===== src/rtl/fht_pkg.sv =====
// Shared types and constants for the file handle table.
// Holds field widths, request and status codes, and the controller/datapath structs.
// No dependencies.
package fht_pkg;

  localparam int KIND_W   = 3;
  localparam int HANDLE_W = 32;
  localparam int BYTE_W   = 8;
  localparam int VER_W    = 32;
  localparam int PATH_W   = 64;
  localparam int STATUS_W = 2;
  localparam int SLOT_W   = 5;

  typedef enum logic [KIND_W-1:0] {
    OP_ALLOC     = 3'd0,
    OP_LOOKUP    = 3'd1,
    OP_CLONE     = 3'd2,
    OP_FREE      = 3'd3,
    OP_FREE_ALL  = 3'd4,
    OP_NEXT_PATH = 3'd5
  } op_t;

  typedef enum logic [STATUS_W-1:0] {
    ST_OK   = 2'd0,
    ST_DUP  = 2'd1,
    ST_FULL = 2'd2,
    ST_MISS = 2'd3
  } status_t;

  // Source of the data written to the table and echoed in the response.
  typedef enum logic [1:0] {
    SEL_NONE  = 2'd0,
    SEL_INPUT = 2'd1,
    SEL_HIT   = 2'd2,
    SEL_PATH  = 2'd3
  } data_sel_t;

  typedef enum logic [1:0] {
    S_IDLE  = 2'd0,
    S_SCAN  = 2'd1,
    S_DRAIN = 2'd2,
    S_EXEC  = 2'd3
  } state_t;

  typedef struct packed {
    logic [BYTE_W-1:0] entry_kind;
    logic [BYTE_W-1:0] qid_kind;
    logic [VER_W-1:0]  qid_version;
    logic [PATH_W-1:0] qid_path;
  } data_t;

  typedef struct packed {
    logic [HANDLE_W-1:0] handle;
    data_t               data;
  } entry_t;

  typedef struct packed {
    logic      take;
    logic      scan;
    logic      commit;
    status_t   status;
    data_sel_t sel;
    logic      slot_free;
    logic      wr_en;
    logic      clr_hit;
    logic      clr_all;
    logic      path_bump;
  } cmd_t;

  typedef struct packed {
    logic              req_valid;
    logic              req_scan;
    logic [KIND_W-1:0] op;
    logic              hit_a;
    logic              hit_b;
    logic              free_found;
    logic              scan_last;
    logic              out_free;
  } sts_t;

endpackage


===== src/rtl/fht_ctrl.sv =====
// Controller of the file handle table: sequences the slot scan and decides each request.
// Depends on fht_pkg for the state, command and status types.
module fht_ctrl (
  input  logic          clk,
  input  logic          rst,
  input  fht_pkg::sts_t sts,
  output fht_pkg::cmd_t cmd
);
  import fht_pkg::*;

  state_t state;
  state_t state_next;

  always_ff @(posedge clk) begin
    if (rst) begin
      state <= S_IDLE;
    end else begin
      state <= state_next;
    end
  end

  always_comb begin
    cmd        = '0;
    state_next = state;
    case (state)
      S_IDLE: begin
        cmd.take = 1'b1;
        if (sts.req_valid) begin
          state_next = sts.req_scan ? S_SCAN : S_EXEC;
        end
      end
      S_SCAN: begin
        cmd.scan = 1'b1;
        if (sts.scan_last) begin
          state_next = S_DRAIN;
        end
      end
      S_DRAIN: begin
        // The last slot read is compared during this cycle.
        state_next = S_EXEC;
      end
      S_EXEC: begin
        if (sts.out_free) begin
          cmd.commit = 1'b1;
          cmd.status = ST_OK;
          state_next = S_IDLE;
          case (sts.op)
            OP_ALLOC: begin
              if (sts.hit_a) begin
                cmd.status = ST_DUP;
              end else if (!sts.free_found) begin
                cmd.status = ST_FULL;
              end else begin
                cmd.wr_en     = 1'b1;
                cmd.sel       = SEL_INPUT;
                cmd.slot_free = 1'b1;
              end
            end
            OP_LOOKUP: begin
              if (sts.hit_a) begin
                cmd.sel = SEL_HIT;
              end else begin
                cmd.status = ST_MISS;
              end
            end
            OP_CLONE: begin
              if (!sts.hit_a) begin
                cmd.status = ST_MISS;
              end else if (sts.hit_b) begin
                cmd.status = ST_DUP;
              end else if (!sts.free_found) begin
                cmd.status = ST_FULL;
              end else begin
                cmd.wr_en     = 1'b1;
                cmd.sel       = SEL_HIT;
                cmd.slot_free = 1'b1;
              end
            end
            OP_FREE: begin
              if (sts.hit_a) begin
                cmd.sel     = SEL_HIT;
                cmd.clr_hit = 1'b1;
              end else begin
                cmd.status = ST_MISS;
              end
            end
            OP_FREE_ALL: begin
              cmd.clr_all = 1'b1;
            end
            OP_NEXT_PATH: begin
              cmd.sel       = SEL_PATH;
              cmd.path_bump = 1'b1;
            end
            default: begin
              cmd.status = ST_MISS;
            end
          endcase
        end
      end
      default: begin
        state_next = S_IDLE;
      end
    endcase
  end

endmodule


===== config.mk =====
export PLATFORM = sky130hd
export DESIGN_NAME = fht_ctrl
export DESIGN_NICKNAME = d
export VERILOG_FILES = /design/src/rtl/fht_pkg.sv /design/src/rtl/fht_ctrl.sv
export SDC_FILE = /design/constraint.sdc
export NUM_CORES = 1
export LEC_CHECK = 0
export ABC_AREA = 1
export BUFFER_PORTS_ARGS = -buffer_cell sky130_fd_sc_hd__buf_4
export CORE_AREA = 2 2 39 41
export DETAILED_ROUTE_END_ITERATION = 12
export DIE_AREA = 0 0 41 43
export GPL_ROUTABILITY_DRIVEN = 0
export GPL_TIMING_DRIVEN = 0
export PLACE_DENSITY_LB_ADDON = 0.12
export SETUP_SLACK_MARGIN = 0.15
export SLEW_MARGIN = 40
export SYNTH_ARGS = -nofsm -noshare
export SYNTH_HDL_FRONTEND = slang
export SYNTH_SLANG_ARGS = --single-unit

===== constraint.sdc =====
create_clock -name clk -period 1.75 [get_ports clk]
set_clock_uncertainty 0.2 [all_clocks]
set_input_delay 0.35 -clock clk [delete_from_list [all_inputs] [get_ports clk]]
set_output_delay 0.35 -clock clk [all_outputs]
set_load 0.02 [all_outputs]

==> flow_summary.json, run 1 <==
{
  "status": "complete, but fails checks",
  "violations": "setup timing",
  "fin_ws_ns": -0.0309,
  "maxCapViolations": 0,
  "drive_gt1_share_pct": 58.3,
  "yosysWarnings": 0,
  "slew_viol_final": 0,
  "ys_async_sr_fraction_pct": 0,
  "p_seq_share_pct": 13.2,
  "initial_core_util_pct": 28.1,
  "io_pins": 24,
  "finalCritPeriodShare_pct": 102,
  "cp_max_fo": 5,
  "root_buffer": "clkbuf_4",
  "rsz0062_at_grt": "yes",
  "diodes": 0,
  "cp.required_ns": 1.20,
  "cp.arrival_ns": 1.23,
  "htree_levels": 1,
  "synth_enable_flop_cells": 0,
  "vias": 565,
  "postRouteAntennaNets": 0,
  "cp-start-kind": "flip-flop",
  "switching_share_pct": 44.9,
  "max_freq_mhz": 561,
  "slew-limit-headroom_pct": 86.5,
  "yosysMostFrequentCell": "nand2_1",
  "p_int_mw": 0.409,
  "syn-cell-area_um2": 389,
  "grt_antenna_before_repair": 0,
  "powerDensity_nw_per_um2": 913,
  "netlist_instances": 71,
  "end_kind": "output pin",
  "portBuffers": 23,
  "met1Wirelength_um": 496,
  "syn_to_final_growth_pct": 109,
  "drc": 0,
  "hold_class": "input port to flip-flop",
  "largest_reg_flops": 2,
  "worstMarginPinSlew_ns": 0.200,
  "placed_cells": 110,
  "worst_ir_drop_vdd_uv": 653,
  "power_switching_mw": 0.334,
  "syn_area_per_cell_um2": 5.48,
  "core_um2": 1380,
  "grt_overflow": 0,
  "clock_path_buffers": 2,
  "wire_per_inst_um": 10.4,
  "routed.top_layer": "met3",
  "criticalPathCategory": "flip-flop to output pin",
  "grtUsageTotal_pct": 16.9,
  "cts_sinks": 2,
  "p_comb_share_pct": 73.7,
  "synthesis.nets": 88,
  "cts.clk_slew.worst_paths_ns": 0.03,
  "ys_types": 16,
  "synth_flop_cell": "dfxtp_1",
  "drtIter0Drc": 3,
  "clkPwrFrac_pct": 13.1,
  "first_pass_iters": 4,
  "synth_area_leaders": "nand2_1 16%, ha_1 16%, inv_1 14%",
  "fp.dieArea_um2": 1760,
  "finalNonFillerCells": 119,
  "layout.nets": 122,
  "setup_violations": 3,
  "ys_ff_latch": 2,
  "synth_top_area_cell": "nand2_1",
  "ys_seq_area_share_pct": 10.3,
  "grt_pass1_wl_um": 2160,
  "hpwl_um": 824,
  "cts_buffers": 3,
  "grt_start_max_net_pins": 7,
  "cts_tree": "yes",
  "p_total_mw": 0.743,
  "grt_pass1_vias": 549,
  "power.leakage_nw": 0.419,
  "cts_hold_buffers": 0,
  "rows": 14,
  "largest-register": "state",
  "clkLatencyLatePin_ns": 0.22,
  "post_drt_via_cell_ratio": 4.75,
  "period_minus_slack_ns": 1.78,
  "wl_met3_um": 57,
  "top_regs": "state: 2 flops",
  "wl_met2_um": 688,
  "synth_top_area_share_pct": 16.4,
  "finalHoldViolations": 0,
  "pre_cts_slack_ns": -0.145,
  "die_h_um": 43,
  "drt_wl_total_um": 1240,
  "synth.top_cells.by_count": "17 x nand2_1, 15 x inv_1, 11 x nor2_1",
  "die_x_um": 41
}
final cells by class:
| cell class | count | area [um^2] |
|---|---|---|
| buffer | 1 | 11.3 |
| multi-input combinational | 53 | 397 |
| fill | 147 | 569 |
| tap | 16 | 20.0 |
| inverter | 15 | 66.3 |
| clock buffer | 3 | 22.5 |
| sequential | 2 | 42.5 |
| timing repair buffer | 29 | 255 |
layer usage:
metal	vias up	GRT usage, %
met2	14	31.9
met3	0	1.57
met4	0	4.00
met5	-	0
li1	288	-
met1	263	18.5
kinds of logic after synthesis:
logic type      after synthesis  synth area share (%)
fa+ha+maj                     5                  16.1
buf+inv                      16                  16.4
compound gates                6                  9.64
flops                         2                  10.3
simple gates                 42                  47.6
worst max-delay path, cell delays in order (launching register included):
cell and delay (ns):
dfxtp_2 0.34, ha_4 0.15, nand2_4 0.06, buf_4 0.16
nor4_2 0.13, buf_4 0.18
cells in the final DEF, fill, tap and decap left out, drive strengths merged:
| master | netlist | final |
|---|---|---|
| a21oi | 3 | 3 |
| nor3 | 2 | 2 |
| o21ai | 3 | 3 |
| dfxtp | 2 | 2 |
| nand2 | 17 | 17 |
| or2 | 1 | 1 |
| inv | 15 | 15 |
| buf | 1 | 30 |
| clkbuf | 0 | 3 |
| nand4 | 1 | 1 |
| nor2 | 12 | 12 |
| nor4 | 1 | 1 |
| ha | 5 | 5 |
| nand3 | 8 | 8 |
path summary, 6_finish.rpt:
path | cells after the start | startpoint | slack (ns) | end
worst max-delay path | 5 | state[1] | -0.03 | cmd[1]
worst min-delay path | 4 | rst | 0.17 | state[0]
worst max register to register | 6 | state[0] | 0.28 | state[0]
worst min register to register | 5 | state[1] | 0.51 | state[1]
power groups by stage:
stage	Clock, mW	Sequential [mW]	Combinational (mW)
final	0.0974	0.0982	0.548
after global routing	0.108	0.101	0.630
after CTS	0.104	0.0988	0.532
after detailed placement	0	0.0905	0.371
after global placement	0	0.0904	0.377
after floorplan	0	0.0852	0.267
metrics by stage:
stage / utilization (%) / instance area (um^2) / TNS, ns / hold WS [ns]
after floorplan: - / 408 / 0 / 0.305
final: 58.9 / 815 / -0.0530 / 0.170
after detailed placement: 43.4 / 601 / -0.266 / 0.401
after global placement: 43.4 / 601 / -0.352 / 0.398
after CTS: 57.0 / 788 / -0.105 / 0.162
after global routing: 58.9 / 815 / -0.453 / 0.175
repair_timing:
action                                  in CTS  in global routing
resized for setup                           32                  9
buffers inserted                             6                  0
cloned                                       0                  0
endpoints found under the setup margin      11                 11
pin swaps                                    8                  2
Note: power is estimated with default switching activity, not from simulation.
==> run 2, diff against run 1 <==
--- a/config.mk
+++ b/config.mk
@@ -5,7 +5,6 @@
 export SDC_FILE = /design/constraint.sdc
 export NUM_CORES = 1
 export LEC_CHECK = 0
-export ABC_AREA = 1
 export BUFFER_PORTS_ARGS = -buffer_cell sky130_fd_sc_hd__buf_4
 export CORE_AREA = 2 2 39 41
 export DETAILED_ROUTE_END_ITERATION = 12
==> constraint.sdc (replaced) <==
create_clock -name clk -period 2.2 [get_ports clk]
set_clock_uncertainty 0.2 [all_clocks]
set_input_delay 0.44 -clock clk [delete_from_list [all_inputs] [get_ports clk]]
set_output_delay 0.44 -clock clk [all_outputs]
set_load 0.02 [all_outputs]
==> run 2 against run 1 <==
The flow now finishes without violations; first-iteration DRC count rose to 3.0 times the previous value; critical path depth unchanged; utilization down 13 points; largest cell class unchanged.
==> flow_summary.json, run 2 <==
{
  "cts_tree": "yes",
  "netlist_instances": 49,
  "drtIter0Drc": 9,
  "criticalPathCategory": "flip-flop to output pin",
  "ys_async_sr_fraction_pct": 0,
  "cpMostUsedCell": "buf_4",
  "maxCapViolations": 0,
  "synth_flop_cell": "dfxtp_1",
  "final_util_pct": 45.9,
  "synth_enable_flop_cells": 0,
  "met1Wirelength_um": 407,
  "cts_sinks": 2,
  "synth_top_area_share_pct": 16.1,
  "slew-limit-headroom_pct": 81.4,
  "cp-start-kind": "flip-flop",
  "worstMarginPinSlew_ns": 0.276,
  "syn_area_per_cell_um2": 7.92,
  "multi_input_area_um2": 343,
  "powerDensity_nw_per_um2": 671,
  "htree_levels": 1,
  "fin_ws_ns": 0.254,
  "crit_chain": "ha_4 -> nand2_4 -> nor4_4 -> buf_4 -> buf_4",
  "ys_ff_latch": 2,
  "max_freq_mhz": 514,
  "switching_share_pct": 42.7,
  "design_area_um2": 636,
  "yosysWarnings": 0,
  "p_int_mw": 0.244,
  "end_kind": "output pin",
  "clkLatencyLatePin_ns": 0.21,
  "slew_viol_final": 0,
  "place_area_um2": 577,
  "wl_met2_um": 457,
  "die_h_um": 43,
  "p_comb_share_pct": 62.3,
  "first_pass_iters": 2,
  "cts_hold_buffers": 0,
  "synth_top_area_cell": "ha_1",
  "rsz0062_at_grt": "no",
  "ys_seq_area_share_pct": 10.3,
  "max_stage_delay_ns": 0.35,
  "hold_class": "input port to flip-flop",
  "cp.required_ns": 1.56,
  "power.leakage_nw": 0.324,
  "pre_cts_slack_ns": 0.182,
  "syn_to_final_growth_pct": 63.9,
  "synth.top_cells.by_count": "6 x nor2_1, 5 x ha_1, 4 x inv_1, 4 x nand2b_1, 3 x nor3_1",
  "io_pins": 24,
  "drive_gt1_share_pct": 50.7,
  "diodes": 0,
  "layout.nets": 92,
  "wl_met3_um": 42,
  "die_x_um": 41,
  "largest-register": "state",
  "syn-cell-area_um2": 388,
  "fill_cells": 153,
  "area.sequential_um2": 47.5,
  "root_buffer": "clkbuf_4",
  "drt_wl_total_um": 907,
  "p_seq_share_pct": 19.9,
  "p_total_mw": 0.427,
  "synth_area_leaders": "ha_1 16%, dfxtp_1 10%, nand2b_1 6.5%",
  "post_cts_buffers": 0,
  "grt_pass1_wl_um": 1470,
  "clock_path_buffers": 2,
  "grt_antenna_before_repair": 0,
  "wire_per_inst_um": 10.2,
  "routed.top_layer": "met3",
  "hold_ws_ns": 0.197,
  "finalNonFillerCells": 89,
  "path_buf_inv": 2,
  "top_regs": "state: 2 flops",
  "clkPwrFrac_pct": 17.8,
  "ys_types": 27,
  "cp_max_fo": 8,
  "power_switching_mw": 0.182,
  "grtUsageTotal_pct": 11.2,
  "grt_start_max_net_pins": 10,
  "worst_ir_drop_vdd_uv": 542,
  "postRouteAntennaNets": 0,
  "yosysMostFrequentCell": "nor2_1",
  "post_drt_via_cell_ratio": 4.72,
  "setup_violations": 0,
  "status": "complete, no violations",
  "finalSetupTns_ns": 0,
  "cts.clk_slew.worst_paths_ns": 0.03,
  "period_minus_slack_ns": 1.95,
  "grt_pass1_vias": 362,
  "placed_cells": 86,
  "mostFrequentLayoutCell": "buf_4",
  "initial_core_util_pct": 28.0,
  "synthesis.nets": 66,
  "critical_path.slowest_cell": "dfxtp_4",
  "finalHoldViolations": 0,
  "crit_family": "flip-flops",
  "drc": 0,
  "cts_buffers": 3,
  "fp.dieArea_um2": 1760,
  "hpwl_um": 750,
  "portBuffers": 21,
  "final_cell_mix": "22 x buf_4, 6 x nor2_1, 4 x inv_1, 4 x nand2b_1, 4 x ha_1",
  "finalCritPeriodShare_pct": 88.5,
  "vias": 420,
  "cp.arrival_ns": 1.31,
  "rows": 14,
  "core_um2": 1380,
  "largest_reg_flops": 2,
  "grt_overflow": 0
}
## run 2: cell types whose count changed in the layout (fill, tap and decap cells not counted), sizes merged, moves of 2 or more
| cell | before | now |
|---|---|---|
| nand3 | 8 | 2 |
| nand2 | 17 | 2 |
| o21bai | 0 | 2 |
| nor2 | 12 | 6 |
| buf | 30 | 24 |
| a21oi | 3 | 1 |
| o21ai | 3 | 0 |
| nand2b | 0 | 5 |
| a21o | 0 | 2 |
| nor3 | 2 | 4 |
| inv | 15 | 4 |
## run 2: layout make-up
type                            count  share of cell area (%)
Multi-Input combinational cell     40                    53.9
Inverter                            4                    2.36
Clock buffer                        3                    3.54
Tap cell                           16                    3.15
Buffer                              3                    4.72
Timing Repair Buffer               21                    24.8
Sequential cell                     2                    7.48
## run 2: repair_timing
action                                  CTS  global route
gates cloned                              0             0
endpoints found under the setup margin    4             3
gates resized for setup                   6             3
pin swaps                                 1             1
## run 2: final timing paths
check	to	slack [ns]	startpoint	cells past startpoint
min	state[0]	0.20	rst	2
max	cmd[4]	0.25	state[1]	5
min reg2reg	state[0]	0.39	state[0]	2
max reg2reg	state[1]	0.75	state[1]	5
## run 2: cells by family (layout without fill, tap and decap cells)
logic type / count (synthesis) / count (layout) / synth area share [%]
adder cells (fa/ha/maj): 5 / 5 / 16.1
flip-flops: 2 / 2 / 10.3
buffers and inverters: 7 / 31 / 11.6
AO/OA/AOI/OAI: 11 / 11 / 22.9
multiplexers: 1 / 1 / 2.58
AND/OR/NAND/NOR: 23 / 23 / 36.5
## run 2: per-layer routing
layer,up-vias,GRT usage (%)
met5,-,0
met3,0,1.57
met1,182,13.4
met2,14,20.9
li1,224,-
met4,0,0
## run 2: power by group through the flow
stage	clock network [mW]	registers (mW)	logic, mW
after floorplan	0	0.0639	0.183
after global placement	0	0.0682	0.259
final	0.0761	0.0848	0.266
after detailed placement	0	0.0679	0.260
after CTS	0.0783	0.0717	0.269
after global routing	0.0830	0.0868	0.306
## run 2: worst reg2reg max path: cells and delay by family, from the launching register on
kind,cells,cell delay [ns]
compound gates,2,0.41
fa+ha+maj,1,0.19
buf+inv,1,0.12
flops,1,0.35
simple gates,1,0.09
